## config.mk

```make
export PLATFORM = sky130hd
export DESIGN_NAME = sem_job_fifo
export DESIGN_NICKNAME = d
export VERILOG_FILES = /design/src/rtl/core/sem_pkg.sv /design/src/rtl/core/sem_job_fifo.sv
export SDC_FILE = /design/constraint.sdc
export NUM_CORES = 1
export LEC_CHECK = 0
export BUFFER_PORTS_ARGS = -buffer_cell sky130_fd_sc_hd__buf_4
export CORE_ASPECT_RATIO = 0.7
export CORE_MARGIN = 2
export CORE_UTILIZATION = 61
export DETAILED_ROUTE_END_ITERATION = 10
export PLACE_DENSITY_LB_ADDON = 0.1
export SETUP_SLACK_MARGIN = 0.3
export SLEW_MARGIN = 30
export SYNTH_ARGS = -nofsm -noshare
export SYNTH_HDL_FRONTEND = slang
export SYNTH_SLANG_ARGS = --single-unit
```

## constraint.sdc

```tcl
create_clock -name clk_i -period 5.3 [get_ports clk_i]
set_input_delay 0.53 -clock clk_i [delete_from_list [all_inputs] [get_ports clk_i]]
set_output_delay 0.53 -clock clk_i [all_outputs]
set_load 0.01 [all_outputs]
```

## src/rtl/core/sem_pkg.sv

```systemverilog
// Shared types, constants and register codes for the Sobel edge magnitude block.
// Used by the front end, job queue, back end and top under rtl/core; depends on nothing else.
package sem_pkg;

  localparam int unsigned MAX_WIDTH_DEF  = 1024;
  localparam int unsigned MAX_HEIGHT_DEF = 4096;

  localparam int unsigned PIX_W     = 8;
  localparam int unsigned CFG_W_W   = 11;
  localparam int unsigned CFG_H_W   = 13;
  localparam int unsigned CFG_D_W   = 13;
  localparam int unsigned OUT_ROW_W = 12;
  localparam int unsigned OUT_COL_W = 10;
  localparam int unsigned OUT_TDATA_W = 32;

  localparam logic [CFG_W_W-1:0] WIDTH_RESET  = 11'd640;
  localparam logic [CFG_H_W-1:0] HEIGHT_RESET = 13'd480;
  localparam logic [PIX_W-1:0]   MAG_SAT      = 8'd255;

  // Register indexes on the configuration channel.
  localparam logic CFG_IMAGE_WIDTH  = 1'b0;
  localparam logic CFG_IMAGE_HEIGHT = 1'b1;

  // One magnitude job: the 3x3 neighborhood after edge replication plus position.
  typedef struct packed {
    logic [2:0][2:0][PIX_W-1:0] pix;
    logic [OUT_ROW_W-1:0]       row;
    logic [OUT_COL_W-1:0]       col;
    logic                       last;
  } job_t;

  typedef enum logic [1:0] {F_IDLE, F_LOAD, F_EMIT} front_state_e;
  typedef enum logic [2:0] {B_IDLE, B_SQUARE, B_ROOT, B_OUT} back_state_e;

endpackage

```

## src/rtl/core/sem_job_fifo.sv

```systemverilog
// Short job queue between the front end and the magnitude back end.
// Depends on sem_pkg for the job type.
module sem_job_fifo #(
  parameter int unsigned DEPTH = 4
) (
  input  logic          clk_i,
  input  logic          rst_ni,
  input  logic          push_i,
  input  sem_pkg::job_t wdata_i,
  output logic          full_o,
  input  logic          pop_i,
  output sem_pkg::job_t rdata_o,
  output logic          empty_o
);

  localparam int unsigned AW = (DEPTH > 1) ? $clog2(DEPTH) : 1;

  sem_pkg::job_t  mem_q [DEPTH];
  logic [AW-1:0]  wptr_q, rptr_q;
  logic [AW:0]    count_q;

  assign full_o  = (count_q == (AW+1)'(DEPTH));
  assign empty_o = (count_q == '0);
  assign rdata_o = mem_q[rptr_q];

  // Entry storage.
  always_ff @(posedge clk_i) begin
    if (push_i) begin
      mem_q[wptr_q] <= wdata_i;
    end
  end

  // Pointers and fill count.
  always_ff @(posedge clk_i or negedge rst_ni) begin
    if (!rst_ni) begin
      wptr_q  <= '0;
      rptr_q  <= '0;
      count_q <= '0;
    end else begin
      if (push_i) begin
        wptr_q <= (wptr_q == AW'(DEPTH - 1)) ? '0 : wptr_q + AW'(1);
      end
      if (pop_i) begin
        rptr_q <= (rptr_q == AW'(DEPTH - 1)) ? '0 : rptr_q + AW'(1);
      end
      count_q <= count_q + (AW+1)'(push_i) - (AW+1)'(pop_i);
    end
  end

  assert property (@(posedge clk_i) disable iff (!rst_ni) push_i |-> !full_o)
    else $error("job queue overflow");
  assert property (@(posedge clk_i) disable iff (!rst_ni) pop_i |-> !empty_o)
    else $error("job queue underflow");

endmodule

```

== After elaboration in Yosys (flattened, before gate mapping) ==
Memories as Yosys holds them, arrays and structs flattened.
Cells that the tools add are included.

* Register bits: 7
* Latch bits: 0
* RAM bits: 380
* Memory bits (read-only): 0
* Output and inout bits: 97
* Logic and storage cells: 16
* Memories: 1

* Add/sub/neg operators: 4
* Multiply operators: 0
* Divide/modulo/power cells: 0
* Magnitude comparators: 0
* Equality and inequality tests: 3
* Shift-type cells: 0
* Multiplexer cells: 4
* Bitwise gates (word level): 0
* Reductions and logical operators: 1

{| class="wikitable"
|+ Memories
! name !! depth !! bits a word !! rd ports !! clocked after memory_dff !! write ports !! line !! source
|-
| mem_q || 4 || 95 || 1 || 0 || 1 || sem_job_fifo.sv:18 || <nowiki>sem_pkg::job_t mem_q [DEPTH];</nowiki>
|}

{| class="wikitable"
|+ Operators with widths
! cell !! number
|-
| adder 2 x 1 -> 2 bit, second input constant || 2
|-
| == test 2 bit, second input constant || 2
|-
| two-way mux 2 bit || 2
|-
| adder 3 x 1 -> 3 bit || 1
|-
| == test 3 bit, second input constant || 1
|-
| logical NOT 3 bit || 1
|-
| subtractor 3 x 1 -> 3 bit || 1
|-
| two-way mux 1 bit || 2
|}

== Logic depth before layout (Yosys ltp) ==
* Word-level depth: 2
* Gate-level depth with buffers: 7

== Least setup slack after synthesis ==
No wires, ideal clock.

* Path kind: reg-to-reg
* Start point: reg wptr_q[0]
* End point: mem mem_q[2][0] (netlist name) (enable)
* Library setup time: 464 ps
* Arrival: 2812 ps
* Required time: 4836 ps
* Slack: 2023 ps
* Cell stages (with the launch flop): 4
* Path through: dfrtp_1 -> inv_1 -> ha_1 -> and2_1

{| class="wikitable"
|+ RTL lines
! what !! line !! source
|-
| start: declaration || sem_job_fifo.sv:19 || <nowiki>logic [AW-1:0] wptr_q, rptr_q;</nowiki>
|-
| start signal: assignment || sem_job_fifo.sv:41 || <nowiki>wptr_q <= (wptr_q == AW'(DEPTH - 1)) ? '0 : wptr_q + AW'(1);</nowiki>
|-
| end: declaration || sem_job_fifo.sv:18 ||
|}

No word-level cell before the write port.

==> impl_metrics.toml <==
[yosys]
synth_top_family_by_area = "multiplexers"
muxShareOfSynthArea_pct = 15.3
synth_xor_area_share_pct = 0.124
ys_seq_area_share_pct = 82.0
yosysMostFrequentCell = "edfxtp_1"
syn_nets = 640
synth.cell_area_sq_um = 14100
synth_compound_area_share_pct = 0.0709
synth_fa_ha_area_share_pct = 0.762
synth_top_area_share_pct = 80.8
synth.largest_area_cell = "edfxtp_1"
synth-simple-area-share_pct = 0.372
synth_edf_count = 380
yosys-top-cells-area = "edfxtp_1 (81%), mux4_2 (15%), dfrtp_1 (1.2%)"
yosys-top-cells-count = "edfxtp_1 (380), mux4_2 (95), buf_2 (8)"
postSynthAreaPerCell_sq_um = 26.5
netlist_instances = 533
async_reset_ff_share_pct = 1.81
synth_ff_type = "edfxtp_1"
ys_types = 21
ys_seq_elements = 387
synth-warning-count = 0

[global_route]
overflow = 0
grt_usage_pct = 21.2
first_global_vias = 6532
grt_pass1_wl_mm = 38.2
grt_max_degree = 62
antenna_found_initial = 1

[critical_path]
crit_start = "rptr_q[1]"
crit_end = "rdata_o[92]"
r2r-start = "wptr_q[1]"
worstSetupEndpointType = "output port"
timing.reg2reg.setup_slack_ns = 2.84
critPathMaxFanout = 59
rr_endpoint = "mem_q[1][55]"
ff2ff_path_depth = 4
critPathRequiredTime_ns = 4.77
cp-start-kind = "register"
arrival_ns = 2.76
critPathKind = "reg2out"

[timing]
rsz0062_at_grt = "no"
finalCriticalPeriod_ns = 3.29
hold_slack_ns = 0.221
worstMarginPinSlew_ns = 0.963
relSlewSlack_pct = 35.8
tns_ns = 0
setup_viol = 0
maxSlewViolCount = 0
period_share_pct = 62.0
max_freq_mhz = 304
hold_violations = 0
clock_skew_ns = 0.0141

[drt]
wirelength_mm = 25.5
vias = 6242
routed_via_density = 5.74
drc = 0
postRouteAntennaNets = 0
drt_iter0_drc = 613
drt-pass1-iter-count = 4
wire_per_inst_um = 23.5

[clocking]
cts.repair.resized = 0
cts-root-buf = "clkbuf_16"
cts_setup_buffers = 0
htreeDepth = 2
cts_sinks = 387
clk_pin_slew_ns = 0.06
cts_buffers = 35
cts_tree = "built"
clockBufferDepth = 3
clk_latency_ns = 0.50

[worst_hold_path]
hold_class = "in2reg"

[power_and_ir_drop]
power_density_nw_per_um2 = 541
power_leakage_nw = 5.81
finalPower_mw = 9.18
irDropWorstVdd_v = 0.000404

[placement]
place_hpwl_mm = 15.3
dpl_cell_area_sq_um = 15900
io_buffers = 195
gp_congestion = 0.798

[finish]
layout-drive-gt1-share_pct = 45.3
fin_area_sq_um = 17000
nNetsFinal = 860
syn_to_final_growth_pct = 20.2
diodes = 0

[floorplan]
die_y_um = 131
coreArea_sq_um = 22700
pin_count = 196
rows = 46
die_w_um = 186
start_util_pct = 62.3
die_area_sq_um = 24400

[job]
drv_cap = 0

[run_status]
status = "completed"
==> flip-flops by register name (all words and copies together) (netlist names) <==
| signal | flops |
|---|---|
| count_q | 3 |
| wptr_q | 2 |
| rptr_q | 2 |
| mem_q | 380 |
==> cell type report <==
class / instances / area, sq um
Sequential cell: 387 / 11600
Fill cell: 1250 / 5700
Multi-Input combinational cell: 118 / 2360
Tap cell: 312 / 390
Clock buffer: 46 / 960
Clock inverter: 13 / 81.3
Timing Repair Buffer: 205 / 1570
Inverter: 6 / 22.5
==> per-layer routing <==
| layer | wire (um) | track usage, % | vias to the layer above |
|---|---|---|---|
| li1 | - | - | 2726 |
| met1 | 10100 | 29.7 | 3205 |
| met2 | 12200 | 32.8 | 263 |
| met3 | 2660 | 6.85 | 46 |
| met4 | 540 | 5.91 | 2 |
| met5 | 11 | 0 | - |
==> critical path: stages (launching register included) <==
cell and delay [ns]:
dfrtp_4 0.98, buf_4 0.60, mux4_2 0.41, buf_4 0.16
==> logic make-up (layout without fill, tap and decap cells) <==
kind of cell,after synthesis,in the layout
AO/OA/AOI/OAI,2,2
XOR/XNOR,2,2
flip-flops,387,387
AND/OR/NAND/NOR,9,9
multiplexers,97,97
buffers and inverters,28,270
adder cells (fa/ha/maj),8,8
==> power by group <==
group | leakage [nW] | switching [mW] | total, mW | internal [mW]
Clock | 0.511 | 1.01 | 2.33 | 1.32
Sequential | 3.57 | 0.248 | 4.18 | 3.93
Combinational | 1.73 | 1.25 | 2.67 | 1.42
==> through the flow <==
stage / std cells / utilization [%] / worst slack (ns)
after floorplan: 533 / - / 2.02
after global placement: 1025 / 70.0 / 2.24
after detailed placement: 1025 / 70.0 / 2.22
after CTS: 1085 / 74.7 / 1.67
after global routing: 1087 / 74.9 / 1.90
final: 1087 / 74.9 / 2.01
==> placed cells by master (no fill, tap or decap), types with 2 or more instances in the layout <==
| master | synthesis | final |
|---|---|---|
| and2_4 | 0 | 4 |
| buf_12 | 1 | 2 |
| buf_4 | 5 | 202 |
| clkbuf_1 | 4 | 9 |
| clkbuf_16 | 0 | 37 |
| clkinv_1 | 0 | 7 |
| clkinv_2 | 0 | 5 |
| dfrtp_1 | 7 | 5 |
| dfrtp_4 | 0 | 2 |
| edfxtp_1 | 380 | 380 |
| ha_1 | 7 | 7 |
| inv_1 | 6 | 6 |
| mux2_2 | 2 | 2 |
| mux4_2 | 95 | 95 |
| o21ai_0 | 2 | 2 |
| xnor2_1 | 2 | 2 |
==> worst min-delay path by stage <==
stage,from,to,cells after the start
2_1_floorplan,rst_ni,count_q[0],0
3_3_place_gp,rst_ni,count_q[2],1
3_5_place_dp,rst_ni,count_q[0],1
4_1_cts,wdata_i[29],mem_q[1][29],1
5_1_grt,wdata_i[5],mem_q[3][5],1
6_report,wdata_i[19],mem_q[0][19],1
==> repair_timing <==
item                                    4_1_cts  5_1_grt
endpoints found under the setup margin        0        0
hold buffers                                  1        0
endpoints found under the hold margin         7        0
Power figures use the tool's default switching activity.
