==> config.mk <==
export PLATFORM = sky130hd
export DESIGN_NAME = sem_back
export DESIGN_NICKNAME = d
export VERILOG_FILES = /design/src/rtl/core/sem_pkg.sv /design/src/rtl/core/sem_back.sv
export SDC_FILE = /design/constraint.sdc
export NUM_CORES = 1
export LEC_CHECK = 0
export ABC_AREA = 1
export BUFFER_PORTS_ARGS = -buffer_cell sky130_fd_sc_hd__buf_2
export CAP_MARGIN = 0
export CORE_UTILIZATION = 45
export DETAILED_ROUTE_END_ITERATION = 8
export GPL_ROUTABILITY_DRIVEN = 0
export PLACE_DENSITY = 0.73
export SLEW_MARGIN = 5
export SYNTH_ARGS = -nofsm -noshare
export SYNTH_HDL_FRONTEND = slang
export SYNTH_SLANG_ARGS = --single-unit
==> constraint.sdc <==
create_clock -name clk_i -period 11.65 [get_ports clk_i]
set_input_delay 1.7475 -clock clk_i [delete_from_list [all_inputs] [get_ports clk_i]]
set_output_delay 1.7475 -clock clk_i [all_outputs]
set_load 0.1 [all_outputs]
==> src/rtl/core/sem_pkg.sv <==
// Shared types, constants and register codes for the Sobel edge magnitude block.
// Used by the front end, job queue, back end and top under rtl/core; depends on nothing else.
package sem_pkg;

  localparam int unsigned MAX_WIDTH_DEF  = 1024;
  localparam int unsigned MAX_HEIGHT_DEF = 4096;

  localparam int unsigned PIX_W     = 8;
  localparam int unsigned CFG_W_W   = 11;
  localparam int unsigned CFG_H_W   = 13;
  localparam int unsigned CFG_D_W   = 13;
  localparam int unsigned OUT_ROW_W = 12;
  localparam int unsigned OUT_COL_W = 10;
  localparam int unsigned OUT_TDATA_W = 32;

  localparam logic [CFG_W_W-1:0] WIDTH_RESET  = 11'd640;
  localparam logic [CFG_H_W-1:0] HEIGHT_RESET = 13'd480;
  localparam logic [PIX_W-1:0]   MAG_SAT      = 8'd255;

  // Register indexes on the configuration channel.
  localparam logic CFG_IMAGE_WIDTH  = 1'b0;
  localparam logic CFG_IMAGE_HEIGHT = 1'b1;

  // One magnitude job: the 3x3 neighborhood after edge replication plus position.
  typedef struct packed {
    logic [2:0][2:0][PIX_W-1:0] pix;
    logic [OUT_ROW_W-1:0]       row;
    logic [OUT_COL_W-1:0]       col;
    logic                       last;
  } job_t;

  typedef enum logic [1:0] {F_IDLE, F_LOAD, F_EMIT} front_state_e;
  typedef enum logic [2:0] {B_IDLE, B_SQUARE, B_ROOT, B_OUT} back_state_e;

endpackage

==> src/rtl/core/sem_back.sv <==
// Back end: Sobel gradients, sum of squares and a bit-per-cycle square root.
// Depends on sem_pkg; pops jobs from the queue and drives the output register.
module sem_back (
  input  logic                          clk_i,
  input  logic                          rst_ni,
  input  logic                          empty_i,
  input  sem_pkg::job_t                 job_i,
  output logic                          pop_o,
  output logic                          out_valid_o,
  input  logic                          out_ready_i,
  output logic [sem_pkg::PIX_W-1:0]     mag_o,
  output logic [sem_pkg::OUT_ROW_W-1:0] row_o,
  output logic [sem_pkg::OUT_COL_W-1:0] col_o,
  output logic                          last_o
);

  sem_pkg::back_state_e state_q, state_d;
  logic signed [11:0] gx_d, gy_d, gx_q, gy_q;
  logic signed [23:0] sum_w;
  logic [15:0]        sum_q;
  logic               sat_q;
  logic [7:0]         root_q, trial;
  logic [2:0]         bit_q;
  logic [sem_pkg::OUT_ROW_W-1:0] row_q;
  logic [sem_pkg::OUT_COL_W-1:0] col_q;
  logic               last_q;

  // Gradients of the job at the queue head.
  always_comb begin
    logic signed [11:0] p [3][3];
    for (int i = 0; i < 3; i++) begin
      for (int j = 0; j < 3; j++) begin
        p[i][j] = $signed({4'd0, job_i.pix[i][j]});
      end
    end
    gx_d = (p[0][2] - p[0][0]) + ((p[1][2] - p[1][0]) <<< 1) + (p[2][2] - p[2][0]);
    gy_d = (p[2][0] - p[0][0]) + ((p[2][1] - p[0][1]) <<< 1) + (p[2][2] - p[0][2]);
  end

  assign sum_w = (gx_q * gx_q) + (gy_q * gy_q);
  assign trial = root_q | (8'd1 << bit_q);

  // Next state.
  always_comb begin
    state_d = state_q;
    unique case (state_q)
      sem_pkg::B_IDLE:   if (!empty_i) state_d = sem_pkg::B_SQUARE;
      sem_pkg::B_SQUARE: state_d = sem_pkg::B_ROOT;
      sem_pkg::B_ROOT:   if (bit_q == '0) state_d = sem_pkg::B_OUT;
      sem_pkg::B_OUT:    if (out_ready_i) state_d = sem_pkg::B_IDLE;
      default:           state_d = sem_pkg::B_IDLE;
    endcase
  end

  // Handshake outputs.
  always_comb begin
    pop_o       = (state_q == sem_pkg::B_IDLE) && !empty_i;
    out_valid_o = (state_q == sem_pkg::B_OUT);
    mag_o       = sat_q ? sem_pkg::MAG_SAT : root_q;
    row_o       = row_q;
    col_o       = col_q;
    last_o      = last_q;
  end

  always_ff @(posedge clk_i or negedge rst_ni) begin
    if (!rst_ni) begin
      state_q <= sem_pkg::B_IDLE;
    end else begin
      state_q <= state_d;
    end
  end

  // Datapath registers.
  always_ff @(posedge clk_i) begin
    if (pop_o) begin
      gx_q   <= gx_d;
      gy_q   <= gy_d;
      row_q  <= job_i.row;
      col_q  <= job_i.col;
      last_q <= job_i.last;
    end
    if (state_q == sem_pkg::B_SQUARE) begin
      sum_q  <= sum_w[15:0];
      sat_q  <= (sum_w >= 24'sd65536);
      root_q <= '0;
      bit_q  <= 3'd7;
    end
    // One result bit per cycle, most significant first.
    if (state_q == sem_pkg::B_ROOT) begin
      if ((16'(trial) * 16'(trial)) <= sum_q) begin
        root_q <= trial;
      end
      bit_q <= bit_q - 3'd1;
    end
  end

  assert property (@(posedge clk_i) disable iff (!rst_ni)
                   (state_q == sem_pkg::B_ROOT) |=> $stable(sum_q))
    else $error("back: square sum changed during root extraction");

endmodule

# Word-level counts from Yosys, hierarchy flattened
# Cells that the tools add are included.
# classes
mul,3
add_sub_neg,12
eq_ne,6
n_lt_le_gt_ge,2
n_reduce_logical,6
shifts,1
bitwise_logic,1
n_mux,10
# ops
cell,n
subtractor 8 x 8 -> 9 bit,6
multiplier 12 x 12 -> 24 bit,2
two-way mux 8 bit,4
adder 11 x 9 -> 12 bit,2
adder 24 bit,1
>= comparator 24 x 18 -> 1 bit (second input constant),1
adder 9 x 10 -> 11 bit,2
less-or-equal comparator 16 bit,1
multiplier 8 x 8 -> 16 bit,1
two-way mux 3 bit,5
one-hot mux 3 bit (4 select lines),1
bitwise OR 8 bit,1
<< shifter 1 x 3 -> 8 bit (first input constant),1
== test 3 x 2 -> 1 bit (second input constant),2
zero test 3 bit,2
inequality test 2 bit (second input constant),2
== test 3 x 1 -> 1 bit (second input constant),1
AND reduction 3 bit,1
subtractor 3 x 1 -> 3 bit (second input constant),1
inequality test 2 x 1 -> 1 bit (second input constant),1
nonzero test 2 bit,1
logical AND 1 bit,1
zero test 1 bit,1
# word_totals
inputBits,99
elab_cells,51
register_bits,78
out_inout_bits,33

# Depth between registers and ports, before layout
# Gate-level depths: netlist (run 1).
# logic_depth
word_depth,6
ltp_mapped,31
mapped_depth_nobuf,30

# Worst setup path before layout (run 1)
# OpenSTA, ideal clock, no wires.
# synth_path
kind,input port to output port
startpoint,input empty_i
endpoint,output pop_o
slack_ns,4.981
n_path_buf,0
required_ns,9.903
stages,1
t_arrival_ns,4.921
cell_sequence,nor2_1
# synth_via
elab_chain_cells,2
# synth_lines
item,line_no,text
from (decl),sem_back.sv:6,"input logic empty_i,"
zero test 1 bit,sem_back.sv:57,pop_o = (state_q == sem_pkg::B_IDLE) && !empty_i;
logical AND 1 bit,sem_back.sv:57,
to (decl),sem_back.sv:8,"output logic pop_o,"
# Every way passes these cells.

# Worst setup path in the final report (run 1)
# layout_path
startpoint,register gx_q[11]
endpoint,register sat_q (data pin)
# layout_via
elab_chain_cells,3
# layout_lines
item,line_no,text
from (decl),sem_back.sv:18,"logic signed [11:0] gx_d, gy_d, gx_q, gy_q;"
from (signal assigned),sem_back.sv:76,gx_q <= gx_d;
multiplier 12 x 12 -> 24 bit,sem_back.sv:40,assign sum_w = (gx_q * gx_q) + (gy_q * gy_q);
adder 24 bit,sem_back.sv:40,
>= comparator 24 x 18 -> 1 bit,sem_back.sv:84,sat_q <= (sum_w >= 24'sd65536);
to (signal assigned),sem_back.sv:84,
to (decl),sem_back.sv:21,logic sat_q;
# Every way passes these cells.
# A chain may end at the register's enable or synchronous reset.

==> out/metrics.cfg, run 1 <==
[status]
outcome = finished clean

[worst_setup_path]
crit_fanout = 16
path_buf_inv = 9
crit_type = reg -> reg
critPathLaunchType = flip-flop
path_common_cell = inv_1
slowest_stage = edfxtp_1
arrival_ns = 7.31
endpoint_kind = flip-flop
critPathRequiredTime_ns = 11.74
max_stage_delay_ns = 0.68
crit_family = adder cells

[final_layout]
layout-drive-gt1-share_pct = 7.979
area_delta_synth_final_pct = 8.204
multi_input_area_mm2 = 0.01327
fillCellCount = 3759
finalInstanceArea_mm2 = 0.01974
final-seq-area_mm2 = 0.002222
fin_nets = 2897
antenna_cells = 0

[floorplanning]
start_util_pct = 45.80
core_area_mm2 = 0.03982
die_x_um = 203.3
dieArea_mm2 = 0.04134
rows = 73
die_h_um = 203.3
io_pins = 132

[timing]
finalCritPeriodShare_pct = 61.96
rsz0062_at_grt = no
skew_ns = 0.01457
timing.slew.headroom_pct = 48.15
setup_viol = 0
drv_slew = 0
setup_ws_ns = 4.431
hold_viol_final = 0
worst_pin_slew_ns = 0.7777
clock.fmax_mhz = 138.5
fin_crit_ns = 7.219
fin_setup_tns_ns = 0

[clocking]
cts_sinks = 77
postCtsSetupBuffers = 0
numCtsBuffers = 9
root_buffer = clkbuf_16
ctsLongestPathBuffers = 2
clk_pin_slew_ns = 0.08
cts_tree = built
htreeDepth = 3
ctsHoldBuffers = 0
worst_skew_pair.late_latency_ns = 0.35
ctsResizeCount = 0

[yosys]
synth-seq-cells = 77
syn_avg_cell_area_um2 = 8.519
synthTopCellsByArea = fa_1 (37%), ha_1 (15%), inv_1 (14%)
synth_area_mm2 = 0.01824
synth_top_area_share_pct = 36.66
yosysUniqueCellTypes = 42
synth_nets = 2787
syn_inst = 2141
ys_warn_count = 0
yosysSeqAreaShare_pct = 12.18
yosys.area.top_type = fa_1

[worst_hold_path]
min_path_type = reg -> reg

[detailed_routing]
postRouteAntennaNets = 0
first_pass_iters = 5
avgViaCountPerCell = 4.768
drt_iter0_drc = 629
via_count = 13259
drc = 0
routed_wirelength_um = 37630
wire_per_inst_um = 13.53

[place]
portBuffers = 123
dp_hpwl_um = 32720
dp_slack_ns = 4.457
dpl_cell_area_mm2 = 0.01944

[global_route]
antenna_found_initial = 0
grt_pass1_wl_um = 65470
grt_usage_pct = 19.57
grt_start_max_net_pins = 37
grt_pass1_vias = 14550
grt_overflow = 0

[run]
max-cap-violations = 0

-- worst register-to-register path, stage by stage (launching register included) --
cell	delay, ns
edfxtp_1	0.68
nand2_1	0.25
inv_1	0.12
fa_1	0.64
inv_1	0.16
fa_1	0.68
inv_1	0.23
fa_1	0.53
inv_1	0.05
fa_1	0.51
inv_1	0.06
fa_1	0.51
inv_1	0.07
fa_1	0.51
fa_1	0.61
inv_1	0.06
ha_1	0.35
nand2_1	0.09
nor2_1	0.16
nand2_1	0.09
inv_1	0.06
nand4_1	0.08
nand3_1	0.14
nand3b_1	0.12
nand2_1	0.09
o31ai_2	0.07
inv_1	0.06
-- layout by cell type, fill, tap and decap left out, drive strengths merged, types with 9 or more instances in the layout --
cell	n
nand3	50
clkbuf	9
nand2	398
inv	706
nor2	54
or2	13
o21ai	27
edfxtp	67
xor2	56
fa	334
ha	213
xnor2	44
buf	127
a21oi	97
-- metrics by stage --
stage / hold slack [ns] / utilization [%] / cells
2_1_floorplan: 0.4395 / - / 2141
3_3_place_gp: 0.4606 / 48.83 / 2765
3_5_place_dp: 0.4580 / 48.83 / 2765
4_1_cts: 0.4723 / 49.56 / 2781
5_1_grt: 0.4923 / 49.56 / 2781
6_report: 0.4671 / 49.56 / 2781
-- final timing paths --
path | cells past startpoint | to | start | slack, ns
worst max-delay path | 26 | sat_q | gx_q[11] | 4.43
min in group asynchronous | 1 | state_q[0] | rst_ni | 1.16
worst min register to register | 2 | root_q[0] | root_q[0] | 0.47
max in group asynchronous | 1 | state_q[1] | rst_ni | 10.38
worst min-delay path | 2 | root_q[0] | root_q[0] | 0.47
worst max register to register | 26 | sat_q | gx_q[11] | 4.43
-- synth_stat cells (all sizes together) --
| library cell | number |
|---|---|
| a21oi | 97 |
| o21ai | 27 |
| and2 | 2 |
| edfxtp | 67 |
| o221a | 1 |
| nor3 | 6 |
| or2 | 13 |
| o211a | 1 |
| o211ai | 1 |
| a211oi | 3 |
| o31ai | 2 |
| o21bai | 8 |
| o2111ai | 1 |
| nand4 | 7 |
| nand2 | 398 |
| a21o | 3 |
| clkinv | 5 |
| a22oi | 1 |
| nand3b | 5 |
| nor2 | 54 |
| ha | 213 |
| fa | 334 |
| xor2 | 56 |
| o311ai | 1 |
| o21a | 1 |
| dfrtp | 2 |
| nand3 | 50 |
| dfxtp | 8 |
| xnor2 | 44 |
| buf | 1 |
| clkbuf | 27 |
| inv | 701 |
| nor4 | 1 |
-- cell families (layout without fill, tap and decap cells) --
| family | Yosys count | after routing | synth area share, % |
|---|---|---|---|
| buffers and inverters | 734 | 849 | 15.10 |
| AND/OR/NAND/NOR | 536 | 536 | 12.22 |
| AO/OA/AOI/OAI | 147 | 147 | 4.425 |
| adder cells (fa/ha/maj) | 547 | 547 | 51.27 |
| XOR/XNOR | 100 | 100 | 4.802 |
| flip-flops | 77 | 77 | 12.18 |
-- sequential cells by signal, summed over array words and instances, names as in the netlist --
name,flops
col_o,10
last_o,1
root_q,8
gy_q,12
bit_q,3
gx_q,12
sum_q,16
state_q,2
sat_q,1
row_o,12
-- cell type report --
class | count | area share, %
Multi-Input combinational cell | 1330 | 67.24
Inverter | 706 | 13.43
Sequential cell | 77 | 11.26
Tap cell | 525 | 3.328
Timing Repair Buffer | 127 | 3.271
Clock buffer | 9 | 1.141
Clock inverter | 7 | 0.3360
-- routing by layer --
layer  GRT usage (%)  up-vias  routed length (um)
li1                -     6444                   -
met1           23.43     6421               15290
met2           35.45      311               19300
met3           2.189       83                1516
met4           8.298        0                1530
met5               0        -                   0
Power of run 1 is left out: the tool's default activity adds up to more than one toggle a clock period on the data nets, which glitch-free logic cannot reach.
==> run 2: changes to the inputs <==
PLACE_DENSITY = 0.76   (was 0.73)
clock period = 5.9 ns   (was 11.65 ns; I/O delays follow)
==> run 2 against run 1 <==
  * Sequential share of layout area is 1.2 points lower
  * Final cell count is 6.8% higher
  * Clock skew is 0.0014 ns lower
  * Register-to-register slack worse by 4.8 ns
  * The run now ends with negative setup slack left
  * Flip-flop and latch count stayed put
  * First-iteration DRC count is 18% higher
  * Critical path depth is 1 lower
  * Critical path type unchanged
==> out/metrics.cfg, run 2 (synthesis results as in run 1) <==
[floorplanning]
die_x_um = 203.3  ; unchanged
die_h_um = 203.3  ; unchanged
rows = 73  ; unchanged
start_util_pct = 45.80  ; unchanged
io_pins = 132  ; unchanged
dieArea_mm2 = 0.04134  ; unchanged
core_area_mm2 = 0.03982  ; unchanged

[clocking]
cts_tree = built
clk_pin_slew_ns = 0.08  ; about the same
ctsLongestPathBuffers = 2  ; unchanged
cts_sinks = 77  ; unchanged
htreeDepth = 3  ; unchanged
root_buffer = clkbuf_16
worst_skew_pair.late_latency_ns = 0.36  ; about the same
numCtsBuffers = 9  ; unchanged
ctsHoldBuffers = 0  ; unchanged

[timing]
setup_ws_ns = -0.4021  ; -4.833 ns
setup_viol = 1  ; +1
whs_ns = 0.3068  ; -0.1604 ns
drv_slew = 0  ; unchanged
clock.fmax_mhz = 158.7  ; +15%
hold_viol_final = 0  ; unchanged
skew_ns = 0.01315  ; -0.001426 ns
fin_crit_ns = 6.302  ; -0.9167 ns
worst_pin_slew_ns = 0.8906  ; +0.1128 ns
finalCritPeriodShare_pct = 106.8  ; +45 points
timing.slew.headroom_pct = 40.63  ; -7.5 points
rsz0062_at_grt = yes

[detailed_routing]
via_count = 14310  ; +7.9%
routed_wirelength_um = 41190  ; +9.5%
avgViaCountPerCell = 4.817  ; +1.0%
wire_per_inst_um = 13.86  ; +2.5%
postRouteAntennaNets = 0  ; unchanged
first_pass_iters = 6  ; +1
drc = 0  ; unchanged
drt_iter0_drc = 745  ; +18%

[place]
dp_hpwl_um = 34350  ; +5.0%
dpl_cell_area_mm2 = 0.02085  ; +7.2%
dp_slack_ns = -0.3896  ; -4.846 ns
portBuffers = 123  ; unchanged

[status]
outcome = finished, violations left
violations = negative setup slack

[worst_hold_path]
min_path_type = in -> async

[global_route]
grt_pass1_wl_um = 69100  ; +5.5%
grt_pass1_vias = 15633  ; +7.4%
grt_usage_pct = 20.55  ; +0.98 points
antenna_found_initial = 0  ; unchanged
grt_start_max_net_pins = 48  ; +30%
grt_overflow = 0  ; unchanged

[worst_setup_path]
max_stage_delay_ns = 0.66  ; -0.02 ns
crit_type = reg -> reg
arrival_ns = 6.41  ; -0.90 ns
path_common_cell = fa_1
endpoint_kind = flip-flop
slowest_stage = fa_2
crit_fanout = 10  ; -6
critPathRequiredTime_ns = 6.01  ; -5.73 ns
critPathLaunchType = flip-flop

[final_layout]
antenna_cells = 0  ; unchanged
post-route-util_pct = 55.52  ; +6.0 points
largest_reg_flops = 16  ; unchanged
fin_nets = 3087  ; +6.6%
finalInstanceArea_mm2 = 0.02211  ; +12%
final_cell_mix = inv_1 (658), nand2_1 (344), fa_1 (317)
regMostFlops = sum_q
area_delta_synth_final_pct = 21.22
final_common_cell = inv_1
layout-drive-gt1-share_pct = 22.24  ; +14 points

[run]
max-cap-violations = 0  ; unchanged

-- run 2: cell types whose count changed in the layout (fill, tap and decap cells not counted), moves of 24 or more --
cell / previous run / this run
buf_4: 4 / 169
ha_1: 213 / 187
ha_4: 0 / 24
inv_1: 701 / 658
inv_2: 0 / 42
nand2_1: 388 / 344
nand2_2: 10 / 36
-- run 2: area by class of cell --
class                      instances  area [um^2]
tap                              525        656.9
multi-input combinational       1330        14070
clock buffer                       9        225.2
sequential                        77         2222
fill                            3365        17710
timing repair buffer             317         2192
clock inverter                     7        80.08
inverter                         706         2660
-- run 2: routing by layer --
metal / vias to the layer above / track usage [%] / wire, um
li1: 6844 / - / -
met1: 7037 / 24.21 / 16570
met2: 317 / 37.98 / 21800
met3: 112 / 2.157 / 1236
met4: 0 / 8.298 / 1586
met5: - / 0 / 0
-- run 2: worst paths after layout --
kind | cells past startpoint | startpoint | slack (ns) | end
max | 25 | gx_q[11] | -0.40 | sat_q
min | 1 | rst_ni | 0.31 | state_q[0]
max reg2reg | 25 | gx_q[11] | -0.40 | sat_q
min reg2reg | 2 | root_q[3] | 0.48 | root_q[3]
max in group asynchronous | 1 | rst_ni | 5.49 | state_q[1]
min in group clk_i | 2 | root_q[3] | 0.48 | root_q[3]
-- run 2: critical path: cells and delay by family (launching register included) --
kind                     cells  cell delay (ns)
AO/OA/AOI/OAI                1             0.21
adder cells (fa/ha/maj)      8             4.02
buffers and inverters        8             0.66
flip-flops                   1             0.40
AND/OR/NAND/NOR              8             0.76
-- run 2: per-stage QoR --
step | TNS (ns) | instances
floorplan | -0.06450 | 2141
global placement | -0.2922 | 2920
detailed placement | -1.207 | 2920
CTS | -0.4612 | 2945
global route | -1.849 | 2971
finish | -0.4021 | 2971
-- run 2: repair_timing --
item                                    CTS  global route
gates cloned                              0             0
pin swaps                                 5            75
endpoints found under the setup margin   11            17
buffers inserted                          9            31
resized for setup                        11           177
Power of run 2 is left out for the same reason.
